$ cat config.mk
export PLATFORM = sky130hd
export DESIGN_NAME = imdu_post
export DESIGN_NICKNAME = d
export VERILOG_FILES = /design/src/imdu_pkg.sv /design/src/imdu_post.sv
export SDC_FILE = /design/constraint.sdc
export NUM_CORES = 1
export LEC_CHECK = 0
export ABC_CLOCK_PERIOD_IN_PS = 15150
export BUFFER_PORTS_ARGS = -buffer_cell sky130_fd_sc_hd__buf_2
export CAP_MARGIN = 20
export CORE_MARGIN = 3
export CORE_UTILIZATION = 50
export DETAILED_ROUTE_END_ITERATION = 8
export GPL_TIMING_DRIVEN = 1
export PLACE_DENSITY = 0.8
export SYNTH_ARGS = -nofsm -noshare
export SYNTH_HDL_FRONTEND = slang
export SYNTH_SLANG_ARGS = --single-unit
$ cat constraint.sdc
create_clock -name vclk -period 15.15
set_input_delay 0.7575 -clock vclk [all_inputs]
set_output_delay 0.7575 -clock vclk [all_outputs]
set_load 0.05 [all_outputs]
$ cat src/imdu_pkg.sv
// Package for the integer multiply-divide unit.
// Holds the opcode type, the word that moves down the cell chain and the sizes.
// No dependencies.
package imdu_pkg;

    localparam int XLEN      = 64;
    localparam int NUM_CELLS = 64;

    typedef enum logic [2:0] {
        OP_MADD   = 3'd0,
        OP_MSUB   = 3'd1,
        OP_UMADDL = 3'd2,
        OP_SMADDL = 3'd3,
        OP_UMULH  = 3'd4,
        OP_SMULH  = 3'd5,
        OP_UDIV   = 3'd6,
        OP_SDIV   = 3'd7
    } op_t;

    // acc holds the partial product, or the partial remainder in its low half.
    // x is the multiplicand or divisor, y the multiplier or the dividend that
    // turns into the quotient. c is the addend, or the signed high-half fixup.
    typedef struct packed {
        op_t               op;
        logic              wide;
        logic              dz;
        logic              negq;
        logic [XLEN-1:0]   c;
        logic [2*XLEN-1:0] acc;
        logic [XLEN-1:0]   x;
        logic [XLEN-1:0]   y;
    } word_t;

endpackage

$ cat src/imdu_post.sv
// Result formation for the multiply-divide unit: accumulate, fixups, width.
// Combinational; uses imdu_pkg.
module imdu_post import imdu_pkg::*;
(
    input  word_t           word_in,
    output logic [XLEN-1:0] result
);

    logic [XLEN-1:0] lo;
    logic [XLEN-1:0] hi;
    logic [XLEN-1:0] r;

    always_comb
    begin
        lo = word_in.acc[XLEN-1:0];
        hi = word_in.acc[2*XLEN-1:XLEN];
        case (word_in.op)
            OP_MADD:   r = word_in.c + lo;
            OP_MSUB:   r = word_in.c - lo;
            OP_UMADDL: r = word_in.c + lo;
            OP_SMADDL: r = word_in.c + lo;
            OP_UMULH:  r = hi;
            OP_SMULH:  r = hi - word_in.c;
            OP_UDIV:   r = word_in.dz ? '0 : word_in.y;
            default:   r = word_in.dz ? '0
                           : (word_in.negq ? (XLEN'(0) - word_in.y) : word_in.y);
        endcase
        if (!word_in.wide && (word_in.op == OP_MADD || word_in.op == OP_MSUB
                              || word_in.op == OP_UDIV || word_in.op == OP_SDIV))
        begin
            r = {32'd0, r[31:0]};
        end
        result = r;
    end

endmodule

; Yosys cells after proc, flatten, opt, wreduce, memory -nomap -nowiden
; Index checks and enable logic that the tools add are counted.
; Widths: inputs -> output; s select.
[op_classes]
n_addsub = 4
n_eq_ne = 7
muxes = 5
reduce_logical = 7
[op_table]
columns = op, count
row1 = $pmux 64 s5, 1
row2 = $mux 64, 4
row3 = $sub 64x64->64, 2
row4 = $add 64x64->64, 1
row5 = $sub 1x64->64 const A, 1
row6 = $eq 3x3->1 const B, 4
row7 = $eq 3x2->1 const B, 2
row8 = $eq 3x1->1 const B, 1
row9 = $logic_not 3->1, 1
row10 = $logic_or 1x1->1, 3
row11 = $reduce_or 3->1, 1
row12 = $logic_and 1x1->1, 1
row13 = $logic_not 1->1, 1
[totals]
regBits = 0
inputBits = 326
out_inout_bits = 64
wordCells = 23

; Logic depth before layout (Yosys ltp)
[depth]
ltp_word = 6
mapped_depth = 25
mapped_depth_nobuf = 23

; Least setup slack after synthesis
; Ideal clock, no wire load.
[synth_path]
path_kind = input to output
from = input port word_in[139] (netlist bit)
to = output port result[50]
arrival_time_ns = 6.225
slack_ns = 8.168
path_stages = 21
cell_sequence = or4_4 -> or3_4 -> or3_2 -> nor3b_1 -> nand2b_1 -> o31ai_1 -> and2_0 -> buf_2 -> o21ai_0 -> xor2_1 -> ha_1 -> clkbuf_1 -> a21o_1 -> a21oi_1 -> o21ai_0 -> a31oi_1 -> inv_1 -> a31oi_1 -> o21bai_1 -> xnor2_1 -> o31ai_1
[synth_via]
elab_chain_len = 3
[synth_lines]
columns = item, line_no
row1 = start: declaration, imdu_post.sv:5  ; input word_t word_in,
row2 = $add 64x64->64 or $sub 64x64->64 (tied branches), --
row3 = $pmux 64 s5 (*), imdu_post.sv:17  ; case (word_in.op)
row4 = $mux 64 (*), imdu_post.sv:28  ; if (!word_in.wide && (word_in.op == OP_MADD || word_in.op == OP_MSUB
row5 = end: declaration, imdu_post.sv:6  ; output logic [XLEN-1:0] result
; Mark *: on every way between the ends. The rest lies on a longest branch, timed or not.

; Worst setup path after layout
[layout_path]
from = input port word_in[139] (netlist bit)
to = output port result[60]
; Same word-level chain as after synthesis.

==> summary.txt <==
Timing
  • Final setup viols: 0
  • Fmax: 127 MHz
  • Setup TNS Final: 0 ps
  • RSZ-0062 raised after global routing: no
  • Crit share post-route: 52.0%
  • Actual slew at the worst max-slew pin: 1020 ps
  • Final Hold Fails: 0
  • Max_slew headroom: 31.3%
  • Post-layout minimum cycle time: 7880 ps
  • Final-report max-slew violation count: 0

Min path
  • Hold Path Class: in -> out
  • Worst Hold Path Cells: 4
  • Hold Path Origin: word_in[195]

Placement
  • PortBufs: 326
  • Cell area after placement: 13900 um2
  • RePlAce Congestion: 1.11
  • HPWL Detailed: 44900 um

Die
  • Die X: 162 um
  • Row count: 56
  • I/O pins: 390
  • Die Area: 26200 um2
  • Die Ht: 162 um
  • Total core area: 23700 um2
  • Starting Density: 51.4%

Finish
  • Share of layout cells above drive strength 1: 17.9%
  • Register cell area after layout: 0 um2
  • Nets: 2563
  • Synthesis-to-finish area growth: 14.7%
  • Final Cell Area: 14000 um2
  • Fill count: 2407
  • # clk buffers: 0
  • Fin util: 58.9%
  • Sequential cell count: 0

Critical path
  • Crit-path cells: buf_2, or4_4, or3_4, or3_2, nor3b_1, nand2b_1, o31ai_1, and2_0, o21ai_0, xor2_1, ha_1, nand2_1, nor2_1, a21oi_1, o311ai_1, a221oi_1, o31a_1, o21ai_0, mux2i_1, o311a_1, buf_2
  • Endpoint class of the critical path: output pin
  • Crit Path Max Fanout: 9
  • Crit path kind: in -> out
  • CP max stage cell: or4_4
  • Worst setup path start: word_in[139]
  • Top delay family on crit path: simple AND/OR/NAND/NOR gates
  • Crit path DAT: 7130 ps
  • Delay of the slowest critical-path stage: 550 ps
  • Critical Path Stages: 21
  • CP required: 14390 ps
  • Critical Path Source Type: input pin
  • Buffers and inverters on the worst path: 2

Power and ir drop
  • LEAKAGE: 0.00637 uW
  • Power per cell area: 62.0 nW/um2
  • Comb power frac: 100.0%
  • Net switching power: 578 uW
  • Sequential Power Share: 0%
  • Cell-internal power: 287 uW
  • Clk pwr share: 0%
  • Switching part of the total: 66.8%
  • Worst VDD drop: 0.0451 mV

Route
  • Routed len/inst: 22.4 um
  • Final WL: 54400 um
  • Via count: 16101
  • Routed vias/inst: 6.63
  • Pre-antenna DRT Iters: 9
  • DRC errors left: 0
  • Antenna viol nets, final: 0
  • DRT iter0 DRCs: 1948

Synthesis
  • Synth Instances: 1858
  • Sequential area share after synthesis: 0%
  • Syn Area/Cell: 6.55 um2
  • Netlist cell types: 88
  • Synth warn: 0
  • Mapped cell area: 12200 um2
  • Syn_nets: 2323

Clocking
  • PostCTS Resize Cnt: 0
  • Setup Buffers After CTS: 0
  • Hold_buf cts: 0

Outcome
  • Status: finished, final reports clean

Global routing
  • Total GRT Usage: 38.3%
  • Initial antenna violation count: 13
  • Global-route wire length before repair: 80900 um
  • Largest net degree at the start of global routing: 64
  • Vias in the first global route: 14401
  • GR Overflow Total: 0

Flow run
  • Max-capacitance violation count: 0
-- layout by cell type (no fill, tap or decap), types with 19 or more instances in the layout --
cell      netlist  final
or3_1          19     19
inv_1         106    106
o221ai_1       27     27
a21o_1         75     75
nand4_1        45     45
o31ai_1        38     38
ha_1          137    137
o21ai_0       179    179
buf_2           3    326
xor2_1        113    113
a21oi_1       181    180
a221oi_1       36     36
nand2_1       155    155
nor2_1        125    123
and3_1         27     27
xnor2_1       107    107
nor3_1         41     41
nand3_1        40     39
-- layout make-up --
| class | instances | area, um2 | area share, % |
|---|---|---|---|
| diodes | 13 | 32.5 | 0.233 |
| repair buffers | 338 | 1730 | 12.4 |
| inverters | 106 | 398 | 2.85 |
| well taps | 319 | 399 | 2.86 |
| multi-input cells | 1652 | 11400 | 81.7 |
-- kinds of logic after synthesis --
group	count (synthesis)	synth area share (%)
compound gates	734	40.0
xor+xnor	220	15.8
fa+ha+maj	139	14.4
buf+inv	206	6.54
mux	8	0.668
simple gates	551	22.6
-- synth_stat cells, types with 16 or more instances --
cell | count | share of area [%]
inv_1 | 106 | 3.3
o21bai_1 | 16 | 0.99
o21ai_0 | 179 | 7.4
a21o_1 | 75 | 4.6
a221oi_1 | 36 | 2.6
xor2_1 | 113 | 8.1
clkbuf_1 | 90 | 2.8
a21oi_1 | 181 | 7.4
nand3_1 | 40 | 1.6
xnor2_1 | 107 | 7.7
o31ai_1 | 38 | 2.3
o221ai_1 | 27 | 1.9
nand2_1 | 155 | 4.8
and3_1 | 27 | 1.4
ha_1 | 137 | 14
nor2_1 | 125 | 3.9
or3_1 | 19 | 0.98
nand4_1 | 45 | 2.3
nor3_1 | 41 | 1.7
nand2b_1 | 17 | 0.87
a221o_1 | 16 | 1.3
-- stage by stage --
stage	hold WS (ps)	instances	power, uW	setup slack [ps]
2_1_floorplan	1890	1858	588	8170
3_3_place_gp	2000	2414	827	7390
6_report	2010	2428	865	7270
5_1_grt	2010	2427	919	6850
4_1_cts	2000	2414	837	7390
3_5_place_dp	2000	2414	832	7430
-- power by group through the flow --
stage               clock, uW  sequential, uW  combinational (uW)
floorplan                   0               0                 588
global placement            0               0                 827
detailed placement          0               0                 832
CTS                         0               0                 837
global route         0.000106               0                 919
finish               0.000115               0                 865
-- metal layers --
| layer | vias to the layer above | global-route usage [%] | part of all wire, % |
|---|---|---|---|
| met5 | - | 0 | 0.024 |
| met4 | 2 | 11.0 | 3.5 |
| met3 | 129 | 10.4 | 14 |
| met2 | 1054 | 57.1 | 41 |
| met1 | 7409 | 54.0 | 42 |
| li1 | 7507 | - | - |
-- worst paths after layout --
path | endpoint | slack (ps)
hold / removal | result[3] | 2010
setup / recovery | result[60] | 7270
Note: power is estimated with default switching activity, not from simulation.
