### config.mk
export PLATFORM = sky130hd
export DESIGN_NAME = imdu_prep
export DESIGN_NICKNAME = d
export VERILOG_FILES = /design/src/imdu_pkg.sv /design/src/imdu_prep.sv
export SDC_FILE = /design/constraint.sdc
export NUM_CORES = 1
export LEC_CHECK = 0
export ABC_CLOCK_PERIOD_IN_PS = 2050
export BUFFER_PORTS_ARGS = -buffer_cell sky130_fd_sc_hd__buf_2
export CORE_AREA = 3 3 205 207
export CTS_BUF_LIST = sky130_fd_sc_hd__clkbuf_8
export DETAILED_ROUTE_END_ITERATION = 10
export DIE_AREA = 0 0 208 210
export PLACE_DENSITY_LB_ADDON = 0.05
export RECOVER_POWER = 100
export SLEW_MARGIN = 0
export SYNTH_ARGS = -nofsm -noshare
export SYNTH_HDL_FRONTEND = slang
export SYNTH_SLANG_ARGS = --single-unit
### constraint.sdc
create_clock -name clk -period 2.05 [get_ports clk]
set_input_delay 0.205 -clock clk [delete_from_list [all_inputs] [get_ports clk]]
set_output_delay 0.205 -clock clk [all_outputs]
set_load 0.05 [all_outputs]
### src/imdu_pkg.sv
// Package for the integer multiply-divide unit.
// Holds the opcode type, the word that moves down the cell chain and the sizes.
// No dependencies.
package imdu_pkg;

    localparam int XLEN      = 64;
    localparam int NUM_CELLS = 64;

    typedef enum logic [2:0] {
        OP_MADD   = 3'd0,
        OP_MSUB   = 3'd1,
        OP_UMADDL = 3'd2,
        OP_SMADDL = 3'd3,
        OP_UMULH  = 3'd4,
        OP_SMULH  = 3'd5,
        OP_UDIV   = 3'd6,
        OP_SDIV   = 3'd7
    } op_t;

    // acc holds the partial product, or the partial remainder in its low half.
    // x is the multiplicand or divisor, y the multiplier or the dividend that
    // turns into the quotient. c is the addend, or the signed high-half fixup.
    typedef struct packed {
        op_t               op;
        logic              wide;
        logic              dz;
        logic              negq;
        logic [XLEN-1:0]   c;
        logic [2*XLEN-1:0] acc;
        logic [XLEN-1:0]   x;
        logic [XLEN-1:0]   y;
    } word_t;

endpackage

### src/imdu_prep.sv
// Operand preparation stage of the integer multiply-divide unit.
// Decodes the opcode and conditions operands for the cell chain. Uses imdu_pkg.
module imdu_prep import imdu_pkg::*;
(
    input  logic            clk,
    input  logic            rst_n,
    input  logic            en,
    input  logic            valid_in,
    input  op_t             op,
    input  logic            wide,
    input  logic [XLEN-1:0] a,
    input  logic [XLEN-1:0] b,
    input  logic [XLEN-1:0] c,
    output logic            valid_out,
    output word_t           word_out
);

    logic            valid_reg;
    word_t           word_reg;
    word_t           word_next;
    logic [XLEN-1:0] sa;
    logic [XLEN-1:0] sb;
    logic [XLEN-1:0] za;
    logic [XLEN-1:0] zb;
    logic [XLEN-1:0] da;
    logic [XLEN-1:0] db;

    always_comb
    begin
        za = {32'd0, a[31:0]};
        zb = {32'd0, b[31:0]};
        sa = {{32{a[31]}}, a[31:0]};
        sb = {{32{b[31]}}, b[31:0]};
        da = '0;
        db = '0;
        word_next      = '0;
        word_next.op   = op;
        word_next.wide = wide;
        word_next.c    = c;
        case (op)
            OP_UMADDL:
            begin
                word_next.x = za;
                word_next.y = zb;
            end
            OP_SMADDL:
            begin
                word_next.x = sa;
                word_next.y = sb;
            end
            OP_SMULH:
            begin
                word_next.x = a;
                word_next.y = b;
                word_next.c = (a[XLEN-1] ? b : '0) + (b[XLEN-1] ? a : '0);
            end
            OP_UDIV:
            begin
                word_next.x  = wide ? b : zb;
                word_next.y  = wide ? a : za;
                word_next.dz = (word_next.x == '0);
            end
            OP_SDIV:
            begin
                da = wide ? a : sa;
                db = wide ? b : sb;
                word_next.negq = da[XLEN-1] ^ db[XLEN-1];
                word_next.x    = db[XLEN-1] ? (XLEN'(0) - db) : db;
                word_next.y    = da[XLEN-1] ? (XLEN'(0) - da) : da;
                word_next.dz   = (db == '0);
            end
            default:
            begin
                word_next.x = a;
                word_next.y = b;
            end
        endcase
    end

    always_ff @(posedge clk or negedge rst_n)
    begin
        if (!rst_n)
        begin
            valid_reg <= 1'b0;
        end
        else if (en)
        begin
            valid_reg <= valid_in;
        end
    end

    always_ff @(posedge clk)
    begin
        if (en)
        begin
            word_reg <= word_next;
        end
    end

    assign valid_out = valid_reg;
    assign word_out  = word_reg;

endmodule

After elaboration in Yosys (flattened, before gate mapping)
Index checks and enable logic that the tools add are counted.

cells by class
  eq/ne operators = 5
  add/sub/neg operators = 3
  multiplexer cells = 11
  bitwise operators = 1
  reduce and logical (&&, ||, !) cells = 2

operators by type and width
  kind                   number
  $mux 64                9
  $pmux 128 s4           1
  $logic_not 64->1       2
  $sub 1x64->64 const A  2
  $add 64x64->64         1
  $eq 3x3->1 const B     3
  $eq 3x2->1 const B     2
  $pmux 1 s2             1
  $xor 1x1->1            1

word-level totals
  output and inout port bits = 327
  bits of input ports = 200
  register bits after elaboration = 199

Longest topological paths before layout
  depth after elaboration = 4
  depth in mapped cells = 15
  depth with buffers taken out = 12

Worst setup path before layout
No wires, ideal clock.

  path kind = input -> register
  start = input b[63]
  end = register word_reg, in the netlist word_out[310] (data pin)
  path slack = -2.070 ns
  library setup time = 0.265 ns
  arrival time = 3.854 ns
  stages on the path = 15
  cells stage by stage = clkbuf_1 > buf_1 > clkbuf_1 > and2_1 > ha_1 > fa_1 > a211oi_1 > nor2_1 > o311ai_0 > a21oi_1 > o31ai_1 > o41ai_2 > a21oi_1 > nor4_1 > or3_1

RTL lines
  element               RTL line         text
  from (decl)           imdu_prep.sv:12  input logic [XLEN-1:0] b,
  to (signal assigned)  imdu_prep.sv:96  word_reg <= word_next;
  to (decl)             imdu_prep.sv:19  word_t word_reg;

==> summary.md <==
| Metric | Value |
|---|---|
| Largest net degree at the start of global routing | `130` |
| Vias in the first global route | `19470` |
| TritonCTS clock tree | `yes` |
| Worst-path clk slew | `0.12 ns` |
| First-pass GRT wire length | `118500 um` |
| RSZ-0062 raised after global routing | `true` |
| Post-synthesis average cell area | `8.239 um2` |
| Critical path class | `input pin to register` |
| CP max stage delay | `approximately 0.37 ns` |
| Final Net Count | `between 3000 and 4000` |
| CP required | `2.38 ns` |
| Multi-input gate area | `13160 um2` |
| Commonest non-fill, non-tap cell in the layout | `buf_4` |
| Final setup viols | `157` |
| Max frequency | `around 380 MHz` |
| Crit end category | `register` |
| Main combinational cell family by area after synthesis | `simple AND/OR/NAND/NOR gates` |
| Switching share of power | `a little over two fifths` |
| Number of flops mapped to enable cells by yosys | `about 200` |
| Maximum root-to-sink buffer count | `2` |
| PD cells | `about 500 nW/um2` |
| Adder-Cell Fraction of Synth Area | `around 4.7%` |
| Minimum clock period | `between 2 and 3 ns` |
| Cell area after synthesis | `17610 um2` |
| Post-synth top area cell | `edfxtp_1` |
| Dpl cells | `between 3000 and 4000` |
| Crit-path max FO | `7` |
| Failing checks | `capacitance limit, slew limit, setup timing` |
| Final Hold Viols | `0` |
| Fraction of registers with async set/reset | `0.5025%` |
| Cells after Synth | `around 2100` |
| DRT Wirelength | `82940 um` |
| Synth Register Bits | `~200` |
| Clock sinks | `199` |
| Tot GR Track Use | `about 35%` |
| Most frequent cells in the layout | `buf_4, nor2_1, clkbuf_1` |
| Max VDD drop | `0.0006170 V` |
| Worst hold path class | `input pin to register` |
| Buffers & Inverters on Critical Path | `4` |
| # IOs | `527` |
| Synth Area in XOR/XNOR | `7.710%` |
| Placeable Area | `around 41000 um2` |
| Number of synthesis warnings | `0` |
| Synth area leaders | `edfxtp_1, a21oi_1, buf_4, nor2_1, and2_1` |
| Sequential share of power | `around 35%` |
| Setup slack after layout | `-0.5941 ns` |
| Layout cell share with drive strength beyond 1 | `approximately two fifths` |
| Register area | `roughly 6000 um2` |
| Critical Path, Cell by Cell | `buf_12 > buf_6 > buf_6 > and2_4 > ha_4 > buf_4 > a21o_1 > a21o_1 > a21o_1 > a211oi_1 > o31a_1 > nand3_4 > a21oi_2 > nor3_1 > or3_1` |
| Final Slew Violations | `57` |
| Clk_lat worst skew | `just under 0.6 ns` |
| Port buffer count | `398` |
| Delay-heaviest family, CP | `compound AO/OA/AOI/OAI gates` |
| Final total power | `roughly 0.015 W` |
| Post-synthesis cell type count | `80` |
| Relative slew margins | `-13.61%` |
| Final cycle utilization of the critical path | `129.0%` |
| Die area | `roughly 44000 um2` |
| CTS root buffer | `clkbuf_8` |
| TritonCTS Buffers | `17` |
| Internal power | `approximately 0.0082 W` |
| Status | `finished, violations left` |
| Startpoint type of the worst setup path | `input pin` |
| Mux contribution to synthesized area | `0.2985%` |
| Critical Path Most Common Cell | `a21o_1` |
| Top Metal Used | `met4` |
| Fillers | `3317` |
| CP arrival | `just under 3 ns` |
| Initial Utilization | `roughly 43%` |
| DRT met1 WL | `around 36000 um` |
| Drt drc | `0` |
| Die H | `between 200 and 250 um` |
| Post-layout instance area | `28530 um2` |
| Post-synthesis simple-gate area fraction | `between 20% and 30%` |
| Met3 Wirelength | `7491 um` |
| Compound-Gate Fraction of Synth Area | `about 22%` |
| Drt pass-1 iters | `5` |
| Slew @ Worst Pin | `1.704 ns` |
| Final cell count without fillers | `approximately 3700` |
| Post-synth top flop | `edfxtp_1` |
| Max-cap violation count | `1` |
| DRT antenna net count | `0` |
| Yosys top cell area share | `about a third` |
| Row cnt | `74` |
| Dpl hpwl | `63070 um` |
| Lkg Pwr | `12.05 nW` |
| Met2 WL | `between 30000 and 40000 um` |
| Final worst clock skew | `0 ns` |
| Part of the power in the clock network | `between 10% and 20%` |
| H-Tree Level Count | `4` |
| Seq/Total Area, Yosys | `33.91%` |
| Initial antenna violation count | `8` |
| Dpl cell area | `between 20000 and 25000 um2` |
| Routability Congestion | `between 1 and 1.5` |
| Final hold slack | `0.06625 ns` |
| Switch Pwr | `around 0.0064 W` |
| Routed via count | `a little over 20000` |
| Remaining global-route overflow | `0` |
| Slowest-stage cell, CP | `or3_1` |
| DR vias/cell | `5.559` |
| Area Overhead vs Synth | `62.02%` |
| 1st-iter DRT viols | `~2200` |
| Comb pwr share | `46.2%` |
| Die W | `~210 um` |
| Routed len/inst | `~22 um` |
==> layer usage <==
metal,vias to the layer above,track usage (%)
met5,-,0
met4,0,12.56
met3,168,6.459
met2,1135,53.75
met1,9872,51.06
li1,9514,-
==> logic make-up (layout without fill, tap and decap cells) <==
| group | after synthesis | in the layout |
|---|---|---|
| flops | 199 | 199 |
| other cells | 1 | 137 |
| buf+inv | 288 | 1205 |
| xor+xnor | 155 | 155 |
| simple gates | 817 | 817 |
| compound gates | 606 | 606 |
| mux | 5 | 5 |
| fa+ha+maj | 66 | 66 |
==> path summary, 6_finish.rpt <==
path,startpoint,end,slack [ns],cells past startpoint
min reg2reg,valid_out,valid_out,0.54,1
max reg2reg,valid_out,valid_out,1.29,1
min in group asynchronous,rst_n,valid_out,0.42,3
max in group asynchronous,rst_n,valid_out,1.53,3
max,a[63],word_out[312],-0.59,15
min,a[12],word_out[76],0.07,4
==> stage by stage <==
step	util [%]	setup TNS [ns]	setup slack, ns
final	70.34	-33.36	-0.5941
after global routing	70.32	-38.57	-0.6256
after CTS	68.29	-17.46	-0.4770
after detailed placement	61.43	-142.83	-1.572
after global placement	61.43	-138.26	-1.494
after floorplan	-	-70.61	-1.331
==> cells in the mapped netlist, types with 26 or more instances <==
cell type and number:
ha_1 65, inv_1 26, a21o_1 44, xor2_1 81, edfxtp_1 198, nand3_1 37, clkbuf_1 122, nor2_1 247
buf_4 128, xnor2_1 74, a21oi_1 224, nor3_1 43, o21ai_0 139, and2_1 141, nand2_1 199
==> tightest hold or removal path: cells and delay by family <==
family / cells / cell delay [ns]
buf+inv: 2 / 0.19
compound gates: 1 / 0.11
simple gates: 1 / 0.04
==> final cells by class <==
cell class / instances / area share [%]
multi-input combinational: 1777 / 46.12
timing repair buffer: 1147 / 28.73
clock inverter: 15 / 0.6404
clock buffer: 17 / 0.8202
inverter: 26 / 0.3421
tap: 532 / 2.333
sequential: 199 / 20.93
antenna: 9 / 0.07895
==> registers in the layout, summed over array words and instances (netlist names) <==
name       flops
word_out     198
valid_out      1
==> what timing repair did <==
action	in CTS	in global routing
endpoints found under the hold margin	70	0
gates cloned	3	0
pin swaps	133	189
buffers inserted	43	38
hold buffers	71	0
gates resized for setup	278	214
setup endpoints to repair	114	119
==> power groups by stage <==
stage / clock [W] / combinational [W] / sequential [W]
after global routing: 0.00303 / 0.00710 / 0.00511
final: 0.00282 / 0.00679 / 0.00508
after CTS: 0.00290 / 0.00650 / 0.00506
after detailed placement: 0 / 0.00604 / 0.00515
after global placement: 0 / 0.00601 / 0.00515
after floorplan: 0 / 0.00253 / 0.00652
Power figures use the tool's default switching activity.
